[src/rtl/core/dpve_pkg.sv]
`timescale 1ns / 1ps
// ----------------------------------------------------------------------------
// dpve_pkg: shared types for the delta point varint encoder
// Beat payloads, controller states and the controller/datapath interface.
// ----------------------------------------------------------------------------
package dpve_pkg;

  localparam int unsigned PosW   = 48;
  localparam int unsigned RawW   = 64;
  localparam int unsigned ScaleW = 32;

  localparam logic [31:0] ScaleReset = 32'h0001_0000;
  localparam logic [6:0]  PayloadMask = 7'h7f;
  localparam logic [7:0]  MoreFlag = 8'h80;

  typedef struct packed {
    logic                   func;
    logic signed [PosW-1:0] position;
    logic signed [PosW-1:0] last_position;
    logic [RawW-1:0]        raw_value;
  } in_data_t;

  typedef struct packed {
    logic [7:0] out_byte;
    logic       last_byte;
  } out_data_t;

  typedef enum logic [2:0] {
    ST_IDLE,
    ST_SUB,
    ST_ABS,
    ST_MUL_LO,
    ST_MUL_HI,
    ST_ADD,
    ST_EMIT
  } state_t;

  localparam logic FuncDelta = 1'b0;
  localparam logic FuncRaw   = 1'b1;

  typedef struct packed {
    logic load;
    logic sub;
    logic abs;
    logic mul_lo;
    logic mul_hi;
    logic add;
    logic emit;
  } dp_cmd_t;

  typedef struct packed {
    logic in_func;
    logic more;
    logic out_free;
  } dp_sts_t;

endpackage

[src/rtl/core/dpve_ctrl.sv]
`timescale 1ns / 1ps
// ----------------------------------------------------------------------------
// dpve_ctrl: encoder sequencer
// Delta item: subtract, magnitude, two multiplies, add, emit. Raw item: emit.
// ----------------------------------------------------------------------------
module dpve_ctrl (
  input  logic              clk,
  input  logic              rst_n,
  input  logic              in_valid,
  output logic              in_stall,
  input  dpve_pkg::dp_sts_t sts,
  output dpve_pkg::dp_cmd_t cmd
);
  import dpve_pkg::*;

  state_t state_r, state_nxt;

  always_ff @(posedge clk) begin
    if (!rst_n) begin
      state_r <= ST_IDLE;
    end else begin
      state_r <= state_nxt;
    end
  end

  always_comb begin
    state_nxt = state_r;
    case (state_r)
      ST_IDLE: begin
        if (in_valid) begin
          state_nxt = (sts.in_func == FuncRaw) ? ST_EMIT : ST_SUB;
        end
      end
      ST_SUB:    state_nxt = ST_ABS;
      ST_ABS:    state_nxt = ST_MUL_LO;
      ST_MUL_LO: state_nxt = ST_MUL_HI;
      ST_MUL_HI: state_nxt = ST_ADD;
      ST_ADD:    state_nxt = ST_EMIT;
      ST_EMIT: begin
        if (sts.out_free && !sts.more) begin
          state_nxt = ST_IDLE;
        end
      end
      default:   state_nxt = ST_IDLE;
    endcase
  end

  always_comb begin
    cmd      = '0;
    in_stall = 1'b1;
    case (state_r)
      ST_IDLE: begin
        in_stall = 1'b0;
        cmd.load = in_valid;
      end
      ST_SUB:    cmd.sub = 1'b1;
      ST_ABS:    cmd.abs = 1'b1;
      ST_MUL_LO: cmd.mul_lo = 1'b1;
      ST_MUL_HI: cmd.mul_hi = 1'b1;
      ST_ADD:    cmd.add = 1'b1;
      ST_EMIT:   cmd.emit = sts.out_free;
      default:   in_stall = 1'b1;
    endcase
  end

`ifndef ASSERT_OFF
  a_busy_after_accept: assert property (@(posedge clk) disable iff (!rst_n)
    (in_valid && !in_stall) |=> in_stall)
    else $error("accepted an item while busy");

  a_delta_path: assert property (@(posedge clk) disable iff (!rst_n)
    (cmd.load && sts.in_func == FuncDelta) |=> (state_r == ST_SUB))
    else $error("delta item skipped subtract");

  a_run_end: assert property (@(posedge clk) disable iff (!rst_n)
    (state_r == ST_EMIT && sts.out_free && !sts.more) |=> (state_r == ST_IDLE))
    else $error("run did not end after last beat");
`endif

endmodule

[src/rtl/core/dpve_dpath.sv]
`timescale 1ns / 1ps
// ----------------------------------------------------------------------------
// dpve_dpath: encoder datapath
// Scale register, residual and scaled magnitude, code word shifter, output reg.
// ----------------------------------------------------------------------------
module dpve_dpath (
  input  logic                clk,
  input  logic                rst_n,
  input  dpve_pkg::in_data_t  in_data,
  input  logic                cfg_we,
  input  logic [31:0]         cfg_data,
  input  logic                out_stall,
  output logic                out_valid,
  output dpve_pkg::out_data_t out_data,
  input  dpve_pkg::dp_cmd_t   cmd,
  output dpve_pkg::dp_sts_t   sts
);
  import dpve_pkg::*;

  logic [ScaleW-1:0]  scale_r;
  logic [PosW-1:0]    pos_r;
  logic [PosW-1:0]    last_r;
  logic [PosW:0]      diff_r;
  logic               neg_r;
  logic [PosW-1:0]    mag_r;
  logic [31:0]        lohi_r;
  logic [PosW-1:0]    hiprod_r;
  logic [RawW-1:0]    word_r;
  logic               out_valid_r;
  out_data_t          out_data_r;

  logic               more;
  logic [63:0]        lo_prod;
  logic [PosW-1:0]    hi_prod;
  logic [PosW:0]      diff_neg;
  logic [PosW-1:0]    ipart;

  assign more     = |word_r[RawW-1:7];
  assign lo_prod  = {32'b0, mag_r[31:0]} * {32'b0, scale_r};
  assign hi_prod  = {32'b0, mag_r[PosW-1:32]} * {16'b0, scale_r};
  assign diff_neg = (PosW+1)'(0) - diff_r;
  assign ipart    = hiprod_r + {16'b0, lohi_r};

  always_ff @(posedge clk) begin
    if (!rst_n) begin
      scale_r <= ScaleReset;
    end else if (cfg_we) begin
      scale_r <= cfg_data;
    end
  end

  always_ff @(posedge clk) begin
    if (cmd.load) begin
      pos_r  <= in_data.position;
      last_r <= in_data.last_position;
      word_r <= in_data.raw_value;
    end else if (cmd.add) begin
      word_r <= {15'b0, ipart, neg_r};
    end else if (cmd.emit) begin
      word_r <= word_r >> 7;
    end
    if (cmd.sub) begin
      diff_r <= {pos_r[PosW-1], pos_r} - {last_r[PosW-1], last_r};
    end
    if (cmd.abs) begin
      neg_r <= diff_r[PosW];
      mag_r <= diff_r[PosW] ? diff_neg[PosW-1:0] : diff_r[PosW-1:0];
    end
    if (cmd.mul_lo) begin
      lohi_r <= lo_prod[63:32];
    end
    if (cmd.mul_hi) begin
      hiprod_r <= hi_prod;
    end
  end

  // output register: one beat per emit
  always_ff @(posedge clk) begin
    if (!rst_n) begin
      out_valid_r <= 1'b0;
    end else if (cmd.emit) begin
      out_valid_r <= 1'b1;
    end else if (!out_stall) begin
      out_valid_r <= 1'b0;
    end
  end

  always_ff @(posedge clk) begin
    if (cmd.emit) begin
      out_data_r.out_byte  <= (more ? MoreFlag : 8'h00) | {1'b0, word_r[6:0] & PayloadMask};
      out_data_r.last_byte <= !more;
    end
  end

  assign out_valid    = out_valid_r;
  assign out_data     = out_data_r;
  assign sts.in_func  = in_data.func;
  assign sts.more     = more;
  assign sts.out_free = !out_valid_r || !out_stall;

endmodule

[src/rtl/core/delta_point_varint_encoder_unit.sv]
`timescale 1ns / 1ps
// ----------------------------------------------------------------------------
// delta_point_varint_encoder_unit: delta / raw LEB128 varint encoder
// Raw items go straight to emit; delta items step through the datapath first.
// Throughput: one item at a time, 1 to 10 output beats per item, one per cycle
//   unless the output stalls; the input stays stalled until the last beat is sent;
//   delta uses one 32x32 then one 16x32 multiply step.
// Reset: synchronous active-low rst_n, scale returns to 0x0001_0000 (unsigned Q0.32).
// ----------------------------------------------------------------------------
module delta_point_varint_encoder_unit (
  input  logic                clk,
  input  logic                rst_n,
  input  logic                in_valid,
  output logic                in_stall,
  input  dpve_pkg::in_data_t  in_data,
  output logic                out_valid,
  input  logic                out_stall,
  output dpve_pkg::out_data_t out_data,
  input  logic                cfg_valid,
  output logic                cfg_ready,
  input  logic [31:0]         cfg_data
);
  import dpve_pkg::*;

  dp_cmd_t cmd;
  dp_sts_t sts;

  assign cfg_ready = 1'b1;

  dpve_ctrl u_ctrl (
    .clk      (clk),
    .rst_n    (rst_n),
    .in_valid (in_valid),
    .in_stall (in_stall),
    .sts      (sts),
    .cmd      (cmd)
  );

  dpve_dpath u_dpath (
    .clk       (clk),
    .rst_n     (rst_n),
    .in_data   (in_data),
    .cfg_we    (cfg_valid && cfg_ready),
    .cfg_data  (cfg_data),
    .out_stall (out_stall),
    .out_valid (out_valid),
    .out_data  (out_data),
    .cmd       (cmd),
    .sts       (sts)
  );

endmodule

[config.mk]
export PLATFORM = sky130hd
export DESIGN_NAME = delta_point_varint_encoder_unit
export DESIGN_NICKNAME = d
export VERILOG_FILES = /design/src/rtl/core/dpve_pkg.sv /design/src/rtl/core/dpve_ctrl.sv /design/src/rtl/core/dpve_dpath.sv /design/src/rtl/core/delta_point_varint_encoder_unit.sv
export SDC_FILE = /design/constraint.sdc
export NUM_CORES = 2
export LEC_CHECK = 0
export BUFFER_PORTS_ARGS = -buffer_cell sky130_fd_sc_hd__buf_4
export CAP_MARGIN = 20
export CELL_PAD_IN_SITES_DETAIL_PLACEMENT = 0
export CELL_PAD_IN_SITES_GLOBAL_PLACEMENT = 1
export CORE_MARGIN = 3
export CORE_UTILIZATION = 47
export DETAILED_ROUTE_END_ITERATION = 8
export PLACE_DENSITY = 0.89
export SYNTH_ARGS = -nofsm -noshare
export SYNTH_HDL_FRONTEND = slang
export SYNTH_HIERARCHICAL = 1
export SYNTH_SLANG_ARGS = --single-unit
[constraint.sdc]
create_clock -name clk -period 7.9 [get_ports clk]
set_input_delay 0 -clock clk [delete_from_list [all_inputs] [get_ports clk]]
set_output_delay 0 -clock clk [all_outputs]
set_load 0.1 [all_outputs]
-- Yosys cells after proc, flatten, opt, wreduce, memory -nomap -nowiden
Cells that the tools add are included.
- bits in registers: 383
- word-level logic and storage cells: 56
- input port bits: 198
- bitwise logic cells: 1
- equal/unequal tests: 9
- multiplexer cells: 19
- reductions and logical operators: 9
- $mul: 2
- add/sub/neg operators: 3
- operator list (cell ; number):
    $mux 64 ; 3
    $mul 32x32->64 ; 1
    $reduce_or 57->1 ; 1
    $sub 48x48->49 ; 1
    $add 48x32->48 ; 1
    $mul 16x32->48 ; 1
    $mux 48 ; 1
    $sub 1x48->48 const A ; 1
    $pmux 3 s7 ; 1
    $mux 1 ; 10
    $eq 3x3->1 const B ; 3
    $mux 3 ; 3
    $mux 8 ; 1
    $or 8x7->8 ; 1
    $eq 3x2->1 const B ; 2
    $ne 2x1->1 const B ; 2
    $eq 3x1->1 const B ; 1
    $logic_not 1->1 ; 3
    $logic_not 3->1 ; 1
    $reduce_bool 3->1 ; 1
    $ne 2x2->1 const B ; 1
    $reduce_and 2->1 ; 1
    $logic_and 1x1->1 ; 1
    $logic_or 1x1->1 ; 1

-- Logic depth before layout (Yosys ltp)
- depth after elaboration: 6
- gate-level depth with buffers: 30
- mapped depth without buffers: 29

-- Hierarchy
Netlist, hierarchy kept.
- modules (own cells, without submodules) (module ; cells an instance ; area each (sq um) ; times used):
    dpve_dpath ; 6859 ; 66501.3 ; 1
    dpve_ctrl ; 32 ; 245.2 ; 1
    delta_point_varint_encoder_unit ; 2 ; 11.3 ; 1

-- Least setup slack after synthesis
Ideal clock, no wire load.
- path type: reg2reg
- from: reg u_dpath.scale_r[8]
- to: reg u_dpath.lohi_r[31], data pin
- data required time: 7640 ps
- clock period less this slack: 7676 ps
- path buffers: 2
- slack: 224 ps
- library setup time: 260 ps
- cell stages (with the launch flop): 31
- data arrival time: 7416 ps
- cells stage by stage: dfxtp_1 -> clkbuf_1 -> clkbuf_1 -> nand2_1 -> fa_1 -> inv_1 -> fa_1 -> fa_1 -> inv_1 -> fa_1 -> inv_1 -> fa_1 -> inv_1 -> fa_1 -> inv_1 -> fa_1 -> inv_1 -> fa_1 -> inv_1 -> ha_1 -> a21oi_1 -> nand2_1 -> o21ai_0 -> nand4b_1 -> a2111oi_0 -> nor2_1 -> a31o_2 -> a31o_2 -> a41oi_1 -> o21ba_2 -> xnor2_1
- cells in the longest elaborated chain, start to end: 1
- RTL lines (item ; RTL line ; text):
    from (decl) ; dpve_dpath.sv:20 ; logic [ScaleW-1:0] scale_r;
    from (signal assigned) ; dpve_dpath.sv:46 ; scale_r <= ScaleReset;
    from (signal assigned) ; dpve_dpath.sv:48 ; scale_r <= cfg_data;
    $mul 32x32->64 ; dpve_dpath.sv:39 ; assign lo_prod = {32'b0, mag_r[31:0]} * {32'b0, scale_r};
    via u_dpath.lo_prod[63] ; dpve_dpath.sv:33 ; logic [63:0] lo_prod;
    to (signal assigned) ; dpve_dpath.sv:70 ; lohi_r <= lo_prod[63:32];
    to (decl) ; dpve_dpath.sv:26 ; logic [31:0] lohi_r;
The timed path passes the listed nets, and every way through them passes these cells.
A chain may end at the register's enable or synchronous reset.

-- Worst setup path in the final report
- from: reg u_dpath.mag_r[19]
- to: reg u_dpath.lohi_r[29], data pin
- cells in the longest elaborated chain, start to end: 1
- RTL lines (item ; RTL line ; text):
    from (decl) ; dpve_dpath.sv:25 ; logic [PosW-1:0] mag_r;
    from (signal assigned) ; dpve_dpath.sv:67 ; mag_r <= diff_r[PosW] ? diff_neg[PosW-1:0] : diff_r[PosW-1:0];
    $mul 32x32->64 ; dpve_dpath.sv:39 ;
    via u_dpath.lo_prod[61] ; dpve_dpath.sv:33 ;
The timed path passes the listed nets, and every way through them passes these cells.

==> flow_summary.yaml <==
timing:
  final.setup_skew_ns: 0.0390
  slew_headroom_pct: 38.2
  worst_pin_slew_ns: 0.928
  drv_slew: 0
  final_hold_viol_count: 0
  rsz0062_at_grt: "true"
  timing.final.crit_share_pct: 99.7
  period_needed_ns: 7.87
  fin_hold_ws_ns: 0.0921
  timing.fmax_mhz: 127
  setup_viol: 0
  timing.final.ws_setup_ns: 0.0261
global_route:
  grt_pass1_vias: 53958
  groute.usage.overall_pct: 26.5
  antenna_found_initial: 8
  grt_pass1_wl_mm: 303
  grt_max_degree: 76
  overflow: 0
worst_setup_path:
  endpoint_kind: "flip-flop"
  crit_required_ns: 8.26
  cpMaxStageDelayCell: "fa_1"
  critPathMostFrequentCell: "fa_1"
  cp_max_fo: 4
  cpLargestDelayFamily: "adder cells"
  cp-start-kind: "flip-flop"
  r2r-start: "u_dpath/mag_r[19]$_DFFE_PP_"
  path_buf_inv: 5
  crit_start: "u_dpath/mag_r[19]$_DFFE_PP_"
  cpPeakStageDelay_ns: 0.57
  crit_arrival_ns: 8.24
  path_class: "flip-flop to flip-flop"
final_layout:
  synthToLayoutAreaGrowth_pct: 15.5
  fill_cells: 12214
  drive_gt1_share_pct: 10.9
  fin_area_sq_um: 77100
  final_nets: 9356
  fin_util_pct: 55.0
synth:
  seq_area_frac_synth_pct: 16.7
  syn_nets: 8867
  synth_warnings: 6
  avgSynthCellArea_sq_um: 9.68
  postSynthRegisterBits: 383
  ys.flop_type: "edfxtp_1"
  async_reset_ff_share_pct: 0
  synth_cell_types: 83
  synth-edff-count: 347
  syn-instance-count: 6893
  netlist_area_sq_um: 66800
cts:
  clock_sinks: 383
  cts-root-buf: "clkbuf_16"
  clock_path_buffers: 3
  clk_pin_slew_ns: 0.06
  cts_tree: "done"
  numCtsBuffers: 45
  htreeDepth: 2
  worstSkewPairLatency_ns: 0.63
floorplanning:
  fp.dieH_microns: 383
  rows: 137
  core_sq_um: 140000
  die-area_sq_um: 147000
  initial_core_util_pct: 47.6
  die_w_microns: 383
  boundaryPins: 210
detailed_routing:
  wire_per_inst_microns: 20.7
  drtIter0Drc: 3702
  num_vias: 49901
  first_pass_iters: 6
  viasPerCell: 5.37
  drtAntennaViolNets: 1
  drc_errors: 0
  routed_wl_mm: 192
place:
  portBuffers: 208
  dp_hpwl_mm: 153
  pre_cts_slack_ns: -0.197
  gp_congestion: 0.949
  dpl_cell_area_sq_um: 72300
worst_hold_path:
  hold_class: "input pin to flip-flop"
  hold_start: "in_data[74]"
run:
  max-cap-violations: 0
status:
  violations: "antenna violations"
  status: "finished with violations"
[metrics by stage]
stage / cells / setup TNS (ns)
after detailed placement: 8938 / -0.856
after global routing: 9294 / -0.640
after global placement: 8938 / -0.391
after CTS: 9269 / 0
after floorplan: 6893 / 0
final: 9301 / 0
[worst reg2reg max path: stages, from the launching register on]
cell and delay, ns:
edfxtp_1 0.46, buf_4 0.17, buf_4 0.13, and2_1 0.16, fa_1 0.47, inv_1 0.05, fa_1 0.49, fa_1 0.52
fa_1 0.50, inv_1 0.06, fa_1 0.49, fa_1 0.45, fa_1 0.50, fa_1 0.57, ha_4 0.22, nor2_2 0.16
o311ai_2 0.14, a21bo_4 0.25, nand4b_1 0.27, a2111oi_4 0.34, buf_4 0.22, nor2_4 0.06, a31o_4 0.27, a31o_4 0.23
a21o_1 0.21, a21oi_2 0.15, xnor2_1 0.09
[placed cells by master, fill, tap and decap left out, types with 22 or more instances in the layout]
cell type,n
a21oi_1,176
buf_12,44
dfxtp_2,22
clkbuf_16,49
o21ai_0,138
nand4_1,53
edfxtp_1,347
o31ai_1,23
a21o_1,129
fa_2,31
inv_1,1337
xor2_1,64
and2_1,728
o21bai_1,29
nand3_1,36
nor3_1,28
nand2_1,953
fa_1,1284
dlygate4sd3_1,244
xnor2_1,142
ha_1,447
nor2_1,97
nor2b_1,51
buf_4,515
mux2i_1,50
[path summary, 6_finish.rpt]
path	end	slack [ns]	depth (start not counted)
worst max-delay path	u_dpath/lohi_r[29]$_DFFE_PP_	0.03	26
worst min-delay path	u_dpath/last_r[10]$_DFFE_PP_	0.09	2
worst max register to register	u_dpath/lohi_r[29]$_DFFE_PP_	0.03	26
worst min register to register	u_dpath/out_data[3]$_DFFE_PP_	0.39	0
[Yosys cell counts, types with 11 or more instances]
cell type | n | area (sq um)
nand2_1 | 956 | 3590
mux2i_1 | 50 | 500
nor2b_1 | 51 | 319
a211oi_1 | 18 | 135
nor2_1 | 103 | 387
nand4_1 | 53 | 332
nor4_1 | 19 | 119
a31oi_1 | 17 | 106
o21a_1 | 15 | 113
o21bai_1 | 29 | 218
a22oi_1 | 19 | 143
and3_1 | 20 | 125
a21o_1 | 129 | 968
clkbuf_1 | 363 | 1360
o31ai_1 | 23 | 173
and2_1 | 744 | 4650
xor2_1 | 64 | 561
xnor2_1 | 144 | 1260
ha_1 | 461 | 5770
dfxtp_1 | 36 | 721
fa_1 | 1315 | 26300
o21ai_0 | 143 | 716
inv_1 | 1350 | 5070
nand3_1 | 36 | 180
or3_1 | 11 | 68.8
edfxtp_1 | 347 | 10400
nor3_1 | 29 | 145
a21oi_1 | 187 | 936
[sequential cells by signal, summed over array words and instances (netlist names), 3 cells and up]
register and count:
u_dpath/scale_r 32, u_ctrl/state_r 3, u_dpath/hiprod_r 48, u_dpath/last_r 48
u_dpath/out_data 9, u_dpath/diff_r 49, u_dpath/pos_r 48, u_dpath/mag_r 48
u_dpath/lohi_r 32, u_dpath/word_r 64
[layout make-up]
type / count / area [sq um] / area share (%)
inverter: 1351 / 5070 / 6.57
tap: 1876 / 2350 / 3.04
timing repair buffer: 822 / 7500 / 9.72
sequential: 383 / 11200 / 14.5
multi-input combinational: 4779 / 49600 / 64.3
antenna: 8 / 20.0 / 0.0260
clock inverter: 27 / 263 / 0.341
clock buffer: 55 / 1170 / 1.52
[cells by family after synthesis]
family,count (synthesis),share of synthesized area (%)
AO/OA/AOI/OAI,673,6.51
XOR/XNOR,208,2.73
adder cells (fa/ha/maj),1776,48.1
buffers and inverters,1731,9.79
flip-flops,383,16.7
multiplexers,51,0.767
other,1,0.00562
AND/OR/NAND/NOR,2070,15.4
[repair_timing]
action                     in CTS  in global routing
setup buffers                   3                 20
pin swaps                      23                 70
cloned                          2                  4
gates resized for setup        30                114
hold endpoints to repair      200                  0
setup endpoints to repair       9                 20
hold buffers                  244                  0
[routing by layer]
metal	share of wire (%)	vias to the layer above	global-route usage, %	routed length, microns
li1	-	22112	-	-
met1	41	25378	36.4	79300
met2	46	2040	42.6	88400
met3	9.2	365	4.99	17600
met4	3.7	6	8.69	7020
met5	0.019	-	0	36
Power is not shown: default switching activity piles up to over one toggle a cycle in this logic, so the estimate is an artifact.
